==> src/sv/qea_pkg.sv <==
// Package for the quadric error accumulator.
// Holds widths, function codes, micro-op codes and the step sequencer tables.
// No dependencies; imported by every module of the block.
`timescale 1ns / 1ps

package qea_pkg;

    // Configuration of the block
    localparam int MAX_TRIANGLES = 16;
    localparam int COORD_WIDTH   = 8;

    // Port widths
    localparam int FUNC_W  = 2;
    localparam int PORT_W  = 8;
    localparam int ERR_W   = 62;
    localparam int CNT_W   = 5;

    // Internal datapath widths
    localparam int U_W     = COORD_WIDTH + 1;      // edge vector component
    localparam int N_W     = 2 * U_W + 1;          // normal component
    localparam int D_W     = 28;                   // plane offset
    localparam int M_W     = 2 * COORD_WIDTH;      // point monomial
    localparam int COEF_W  = 64;
    localparam int NCOEF   = 10;
    localparam int HALF_W  = COEF_W / 2;
    localparam int MUL_A_W = HALF_W + 1;
    localparam int MUL_B_W = 29;
    localparam int PROD_W  = MUL_A_W + MUL_B_W;

    // Sequencer
    localparam int STEP_W     = 5;
    localparam int ADD_STEPS  = 19;
    localparam int MONO_STEPS = 6;
    localparam int EVAL_STEPS = MONO_STEPS + 2 * NCOEF;

    // Function codes
    localparam logic [FUNC_W-1:0] FUNC_CLEAR = 2'd0;
    localparam logic [FUNC_W-1:0] FUNC_ADD   = 2'd1;
    localparam logic [FUNC_W-1:0] FUNC_EVAL  = 2'd2;

    // Coefficient slots
    typedef enum logic [3:0] {
        K_A2, K_B2, K_C2, K_D2, K_AB, K_AC, K_AD, K_BC, K_BD, K_CD
    } coef_idx_t;

    // Micro-ops of the shared multiplier
    typedef enum logic [4:0] {
        OP_UYWZ, OP_UZWY, OP_UZWX, OP_UXWZ, OP_UXWY, OP_UYWX,
        OP_DAX, OP_DBY, OP_DCZ,
        OP_QAA, OP_QBB, OP_QCC, OP_QAB, OP_QAC, OP_QBC,
        OP_QDD, OP_QAD, OP_QBD, OP_QCD,
        OP_MXX, OP_MYY, OP_MZZ, OP_MXY, OP_MXZ, OP_MYZ,
        OP_ELO, OP_EHI
    } op_t;

    // Sequencer state, one-hot
    typedef enum logic [2:0] {
        S_IDLE = 3'b001,
        S_RUN  = 3'b010,
        S_DONE = 3'b100
    } state_t;

    // Micro-op issued at a given step
    function automatic op_t seq_op(input logic is_eval, input logic [STEP_W-1:0] step);
        op_t op;
        op = OP_QCD;
        if (!is_eval)
        begin
            case (step)
                5'd0:    op = OP_UYWZ;
                5'd1:    op = OP_UZWY;
                5'd2:    op = OP_UZWX;
                5'd3:    op = OP_UXWZ;
                5'd4:    op = OP_UXWY;
                5'd5:    op = OP_UYWX;
                5'd6:    op = OP_DAX;
                5'd7:    op = OP_DBY;
                5'd8:    op = OP_DCZ;
                5'd9:    op = OP_QAA;
                5'd10:   op = OP_QBB;
                5'd11:   op = OP_QCC;
                5'd12:   op = OP_QAB;
                5'd13:   op = OP_QAC;
                5'd14:   op = OP_QBC;
                5'd15:   op = OP_QDD;
                5'd16:   op = OP_QAD;
                5'd17:   op = OP_QBD;
                default: op = OP_QCD;
            endcase
        end
        else
        begin
            case (step)
                5'd0:    op = OP_MXX;
                5'd1:    op = OP_MYY;
                5'd2:    op = OP_MZZ;
                5'd3:    op = OP_MXY;
                5'd4:    op = OP_MXZ;
                5'd5:    op = OP_MYZ;
                default: op = step[0] ? OP_EHI : OP_ELO;
            endcase
        end
        return op;
    endfunction

    // Coefficient slot touched at a given step
    function automatic coef_idx_t seq_coef(input logic is_eval,
                                           input logic [STEP_W-1:0] step);
        coef_idx_t k;
        logic [STEP_W-1:0] rel;
        rel = step - STEP_W'(MONO_STEPS);
        k = K_A2;
        if (is_eval)
        begin
            k = coef_idx_t'(rel[4:1]);
        end
        else
        begin
            case (step)
                5'd9:    k = K_A2;
                5'd10:   k = K_B2;
                5'd11:   k = K_C2;
                5'd12:   k = K_AB;
                5'd13:   k = K_AC;
                5'd14:   k = K_BC;
                5'd15:   k = K_D2;
                5'd16:   k = K_AD;
                5'd17:   k = K_BD;
                5'd18:   k = K_CD;
                default: k = K_A2;
            endcase
        end
        return k;
    endfunction

endpackage

==> src/sv/qea_mul.sv <==
// Shared signed multiplier of the quadric error accumulator, product registered.
// Depends on qea_pkg for operand and product widths.
`timescale 1ns / 1ps

module qea_mul
    import qea_pkg::*;
(
    input  logic                      clk,
    input  logic                      en,
    input  logic signed [MUL_A_W-1:0] op_a,
    input  logic signed [MUL_B_W-1:0] op_b,
    output logic signed [PROD_W-1:0]  prod
);

    logic signed [PROD_W-1:0] prod_reg;

    // One product per cycle while en is high
    always_ff @(posedge clk)
    begin
        if (en)
        begin
            prod_reg <= op_a * op_b;
        end
    end

    assign prod = prod_reg;

endmodule

==> config.mk <==
export PLATFORM = sky130hd
export DESIGN_NAME = qea_mul
export DESIGN_NICKNAME = d
export VERILOG_FILES = /design/src/sv/qea_pkg.sv /design/src/sv/qea_mul.sv
export SDC_FILE = /design/constraint.sdc
export NUM_CORES = 2
export LEC_CHECK = 0
export ABC_AREA = 1
export BUFFER_PORTS_ARGS = -buffer_cell sky130_fd_sc_hd__clkbuf_2
export CAP_MARGIN = 20
export CORE_UTILIZATION = 55
export CTS_CLUSTER_SIZE = 8
export DETAILED_ROUTE_END_ITERATION = 8
export GPL_ROUTABILITY_DRIVEN = 0
export GPL_TIMING_DRIVEN = 1
export PLACE_DENSITY_LB_ADDON = 0.15
export REMOVE_ABC_BUFFERS = 1
export SLEW_MARGIN = 25
export SYNTH_ARGS = -nofsm -noshare
export SYNTH_HDL_FRONTEND = slang
export SYNTH_SLANG_ARGS = --single-unit
==> constraint.sdc <==
create_clock -name clk -period 11.2 [get_ports clk]
set_clock_uncertainty 0.2 [all_clocks]
set_input_delay 1.12 -clock clk [delete_from_list [all_inputs] [get_ports clk]]
set_output_delay 1.12 -clock clk [all_outputs]
set_load 0.1 [all_outputs]
# After elaboration in Yosys (flattened, before gate mapping)
# Cells that the tools add are included.
# op_classes
multipliers	1
# op_table
cell	count
multiplier 33 x 29 -> 62 bit	1
# word_totals
reg_bits	62
out_inout_bits	62

# Longest topological paths before layout
# logic_depth
word_depth	1
ltp_mapped	33
ltp_nobuf	31

# Worst setup path before layout
# OpenSTA, ideal clock, no wires.
# synth_timing
path_type	input to register
from	input port op_a[32]
to	register prod_reg[60] (netlist: prod[60]), data pin
path_slack_ps	2868
setup_ps	252
arrival_ps	7880
stages	26
path_cell_list	clkbuf_1 > clkbuf_1 > nand2_1 > inv_1 > fa_1 > inv_1 > fa_1 > inv_1 > fa_1 > fa_1 > inv_1 > fa_1 > inv_1 > fa_1 > inv_1 > fa_1 > fa_1 > inv_1 > ha_1 > nand2_1 > nor2_1 > nand2_1 > nor4_1 > nand2_1 > nand3_1 > nand2_1
# synth_via
elab_chain_len	1
# synth_rtl
item	line	source
start, declared	qea_mul.sv:10	input logic signed [MUL_A_W-1:0] op_a,
multiplier 33 x 29 -> 62 bit	qea_mul.sv:22	prod_reg <= op_a * op_b;
end signal, assigned	qea_mul.sv:22	
end, declared	qea_mul.sv:15	logic signed [PROD_W-1:0] prod_reg;
# Every way passes these cells.
# A chain may end at the register's enable or synchronous reset.

# Worst setup path in the final report
# layout_timing
from	input port op_a[32]
to	register prod_reg[61] (netlist: prod[61]), data pin
# Same word-level chain as after synthesis.

==> results.sh <==
export IMPL_numClockSinks=62
export IMPL_drive_gt1_share_pct=4.35
export IMPL_ys_seq_area_share_pct=4.79
export IMPL_num_rows=97
export IMPL_synth_seq_cells=62
export IMPL_hold_path_end="prod[0]"
export IMPL_core_area_um2=70000
export IMPL_synth_cell_area_um2=38900
export IMPL_ios=126
export IMPL_fillCellCount=6591
export IMPL_routed_wire_length_per_instance_um=18.4
export IMPL_whs_path_depth=4
export IMPL_rsz0062_at_grt="false"
export IMPL_required_ns=11.10
export IMPL_drt_iter0_drc=2144
export IMPL_min_period_ns=9.04
export IMPL_max_cap_viol_count=0
export IMPL_synth_warnings=0
export IMPL_start_util_pct=55.6
export IMPL_end_kind="flop"
export IMPL_layout_commonest_cell="inv_1"
export IMPL_synth_cell_types=29
export IMPL_syn2layout_area_growth_pct=4.01
export IMPL_worstHoldStart="op_b[0]"
export IMPL_cts_max_path_buffers=2
export IMPL_slew_violations=0
export IMPL_grt_overflow=0
export IMPL_tns_ns=0
export IMPL_ant_nets=0
export IMPL_cts_setup_buffers=0
export IMPL_final_cell_mix="1713 x inv_1, 1390 x nand2_1, 1009 x fa_1, 178 x ha_1, 125 x clkbuf_2"
export IMPL_crit_path_start_kind="primary input"
export IMPL_root_buffer="clkbuf_16"
export IMPL_hold_class="in -> reg"
export IMPL_avgSynthCellArea_um2=7.84
export IMPL_period_share_pct=80.8
export IMPL_drt_drc_violations_left=0
export IMPL_clk_pin_slew_ns=0.06
export IMPL_setup_violations=0
export IMPL_grt_use_total_pct=32.4
export IMPL_largest_reg_flops=62
export IMPL_numCtsBuffers=9
export IMPL_dr_total_vias=29800
export IMPL_tightest_slew_ns=1.11
export IMPL_crit_fanout=29
export IMPL_die_width_um=268
export IMPL_status="completed"
export IMPL_relSlewSlack_pct=26.3
export IMPL_hpwl_um=88100
export IMPL_htreeDepth=3
export IMPL_cts_hold_fix_buffers=0
export IMPL_first_pass_iters=8
export IMPL_antenna_found_initial=2
export IMPL_io_buffers=125
export IMPL_worstPathArrival_ns=8.95
export IMPL_synth_cells=4965
export IMPL_cpMostUsedCell="fa_1"
export IMPL_ctsResizeCount=0
export IMPL_die_h_um=268
export IMPL_finalHoldViolations=0
export IMPL_grt_pass1_wl_um=177000
export IMPL_cts_tree="done"
export IMPL_first_global_vias=32400
export IMPL_grt_max_degree=63
export IMPL_viasPerCell=5.09
export IMPL_nets=6171
export IMPL_clock_fmax_mhz=111
export IMPL_crit_type="in -> reg"
export IMPL_max_stage_delay_ns=0.90
export IMPL_routed_wl_um=108000
export IMPL_cp_slowest_cell="fa_1"
export IMPL_die_area_um2=71800
## layout make-up
cell class / instances / area, um^2 / area share (%)
antenna: 1 / 2.50 / 0.00618
clock inverter: 7 / 72.6 / 0.179
inverter: 1720 / 6460 / 16.0
clock buffer: 9 / 225 / 0.557
timing repair buffer: 158 / 886 / 2.19
tap: 940 / 1180 / 2.91
multi-input combinational: 2969 / 29800 / 73.6
sequential: 62 / 1860 / 4.60
## worst max-delay path, delay by kind of cell
family	cells	cell delay [ns]
adders and majority gates	9	5.04
AOI/OAI and AO/OA	1	0.04
buffers and inverters	8	1.30
and+or+nand+nor	9	1.41
## per-layer routing
layer / global-route usage, % / up-vias / wire (um)
li1: - / 13400 / -
met3: 3.56 / 260 / 7920
met4: 10.9 / 0 / 4240
met1: 42.9 / 14900 / 42800
met2: 55.5 / 1242 / 52700
met5: 0 / - / 0
## cells by family (layout without fill, tap and decap cells)
| group | after synthesis | count (layout) | share of synthesized area (%) |
|---|---|---|---|
| and+or+nand+nor | 1643 | 1643 | 16.6 |
| DFF | 62 | 62 | 4.79 |
| xor gates and xnor gates | 43 | 43 | 0.968 |
| AOI/OAI and AO/OA | 96 | 96 | 1.34 |
| buffers and inverters | 1934 | 1894 | 18.7 |
| other | 0 | 1 | 0 |
| adders and majority gates | 1187 | 1187 | 57.6 |
## synth_stat cells
library cell | count | area (um^2)
inv_1 | 1715 | 6440
nand4_1 | 16 | 100
xnor2_1 | 8 | 70.1
a21oi_1 | 61 | 305
or2_2 | 7 | 43.8
and2_1 | 3 | 18.8
clkbuf_1 | 194 | 728
xor2_1 | 35 | 307
nand3_1 | 71 | 355
o21ai_0 | 11 | 55.1
o21ai_1 | 8 | 40.0
nand3b_1 | 2 | 15.0
edfxtp_1 | 62 | 1860
and3_1 | 1 | 6.26
a21oi_2 | 1 | 8.76
buf_1 | 20 | 75.1
nor4_1 | 4 | 25.0
inv_2 | 5 | 18.8
nor3_2 | 4 | 40.0
nor2_1 | 118 | 443
a21o_1 | 2 | 15.0
nand3_2 | 8 | 80.1
nand2_1 | 1390 | 5220
ha_1 | 178 | 2230
nor2_2 | 13 | 81.3
nor3_1 | 5 | 25.0
nand2_2 | 1 | 6.26
o21bai_1 | 13 | 97.6
fa_1 | 1009 | 20200
## worst max-delay path by stage
stage / slack [ns] / end / from
floorplan: 3.24 / prod[60] / op_a[32]
global placement: 1.93 / prod[61] / op_a[32]
detailed placement: 1.81 / prod[61] / op_a[32]
CTS: 2.15 / prod[61] / op_a[32]
global route: 1.60 / prod[61] / op_a[32]
finish: 2.16 / prod[61] / op_a[32]
## through the flow
stage | worst slack, ns | hold WS, ns | cell area [um^2] | utilization [%] | std cells
2_1_floorplan | 3.24 | 1.03 | 38100 | - | 4751
3_3_place_gp | 1.93 | 1.59 | 40100 | 57.3 | 5848
3_5_place_dp | 1.81 | 1.60 | 40100 | 57.3 | 5848
4_1_cts | 2.15 | 1.23 | 40400 | 57.7 | 5864
5_1_grt | 1.60 | 1.27 | 40500 | 57.8 | 5865
6_report | 2.16 | 1.24 | 40500 | 57.8 | 5866
Power is not shown: default switching activity piles up to over one toggle a cycle in this logic, so the estimate is an artifact.
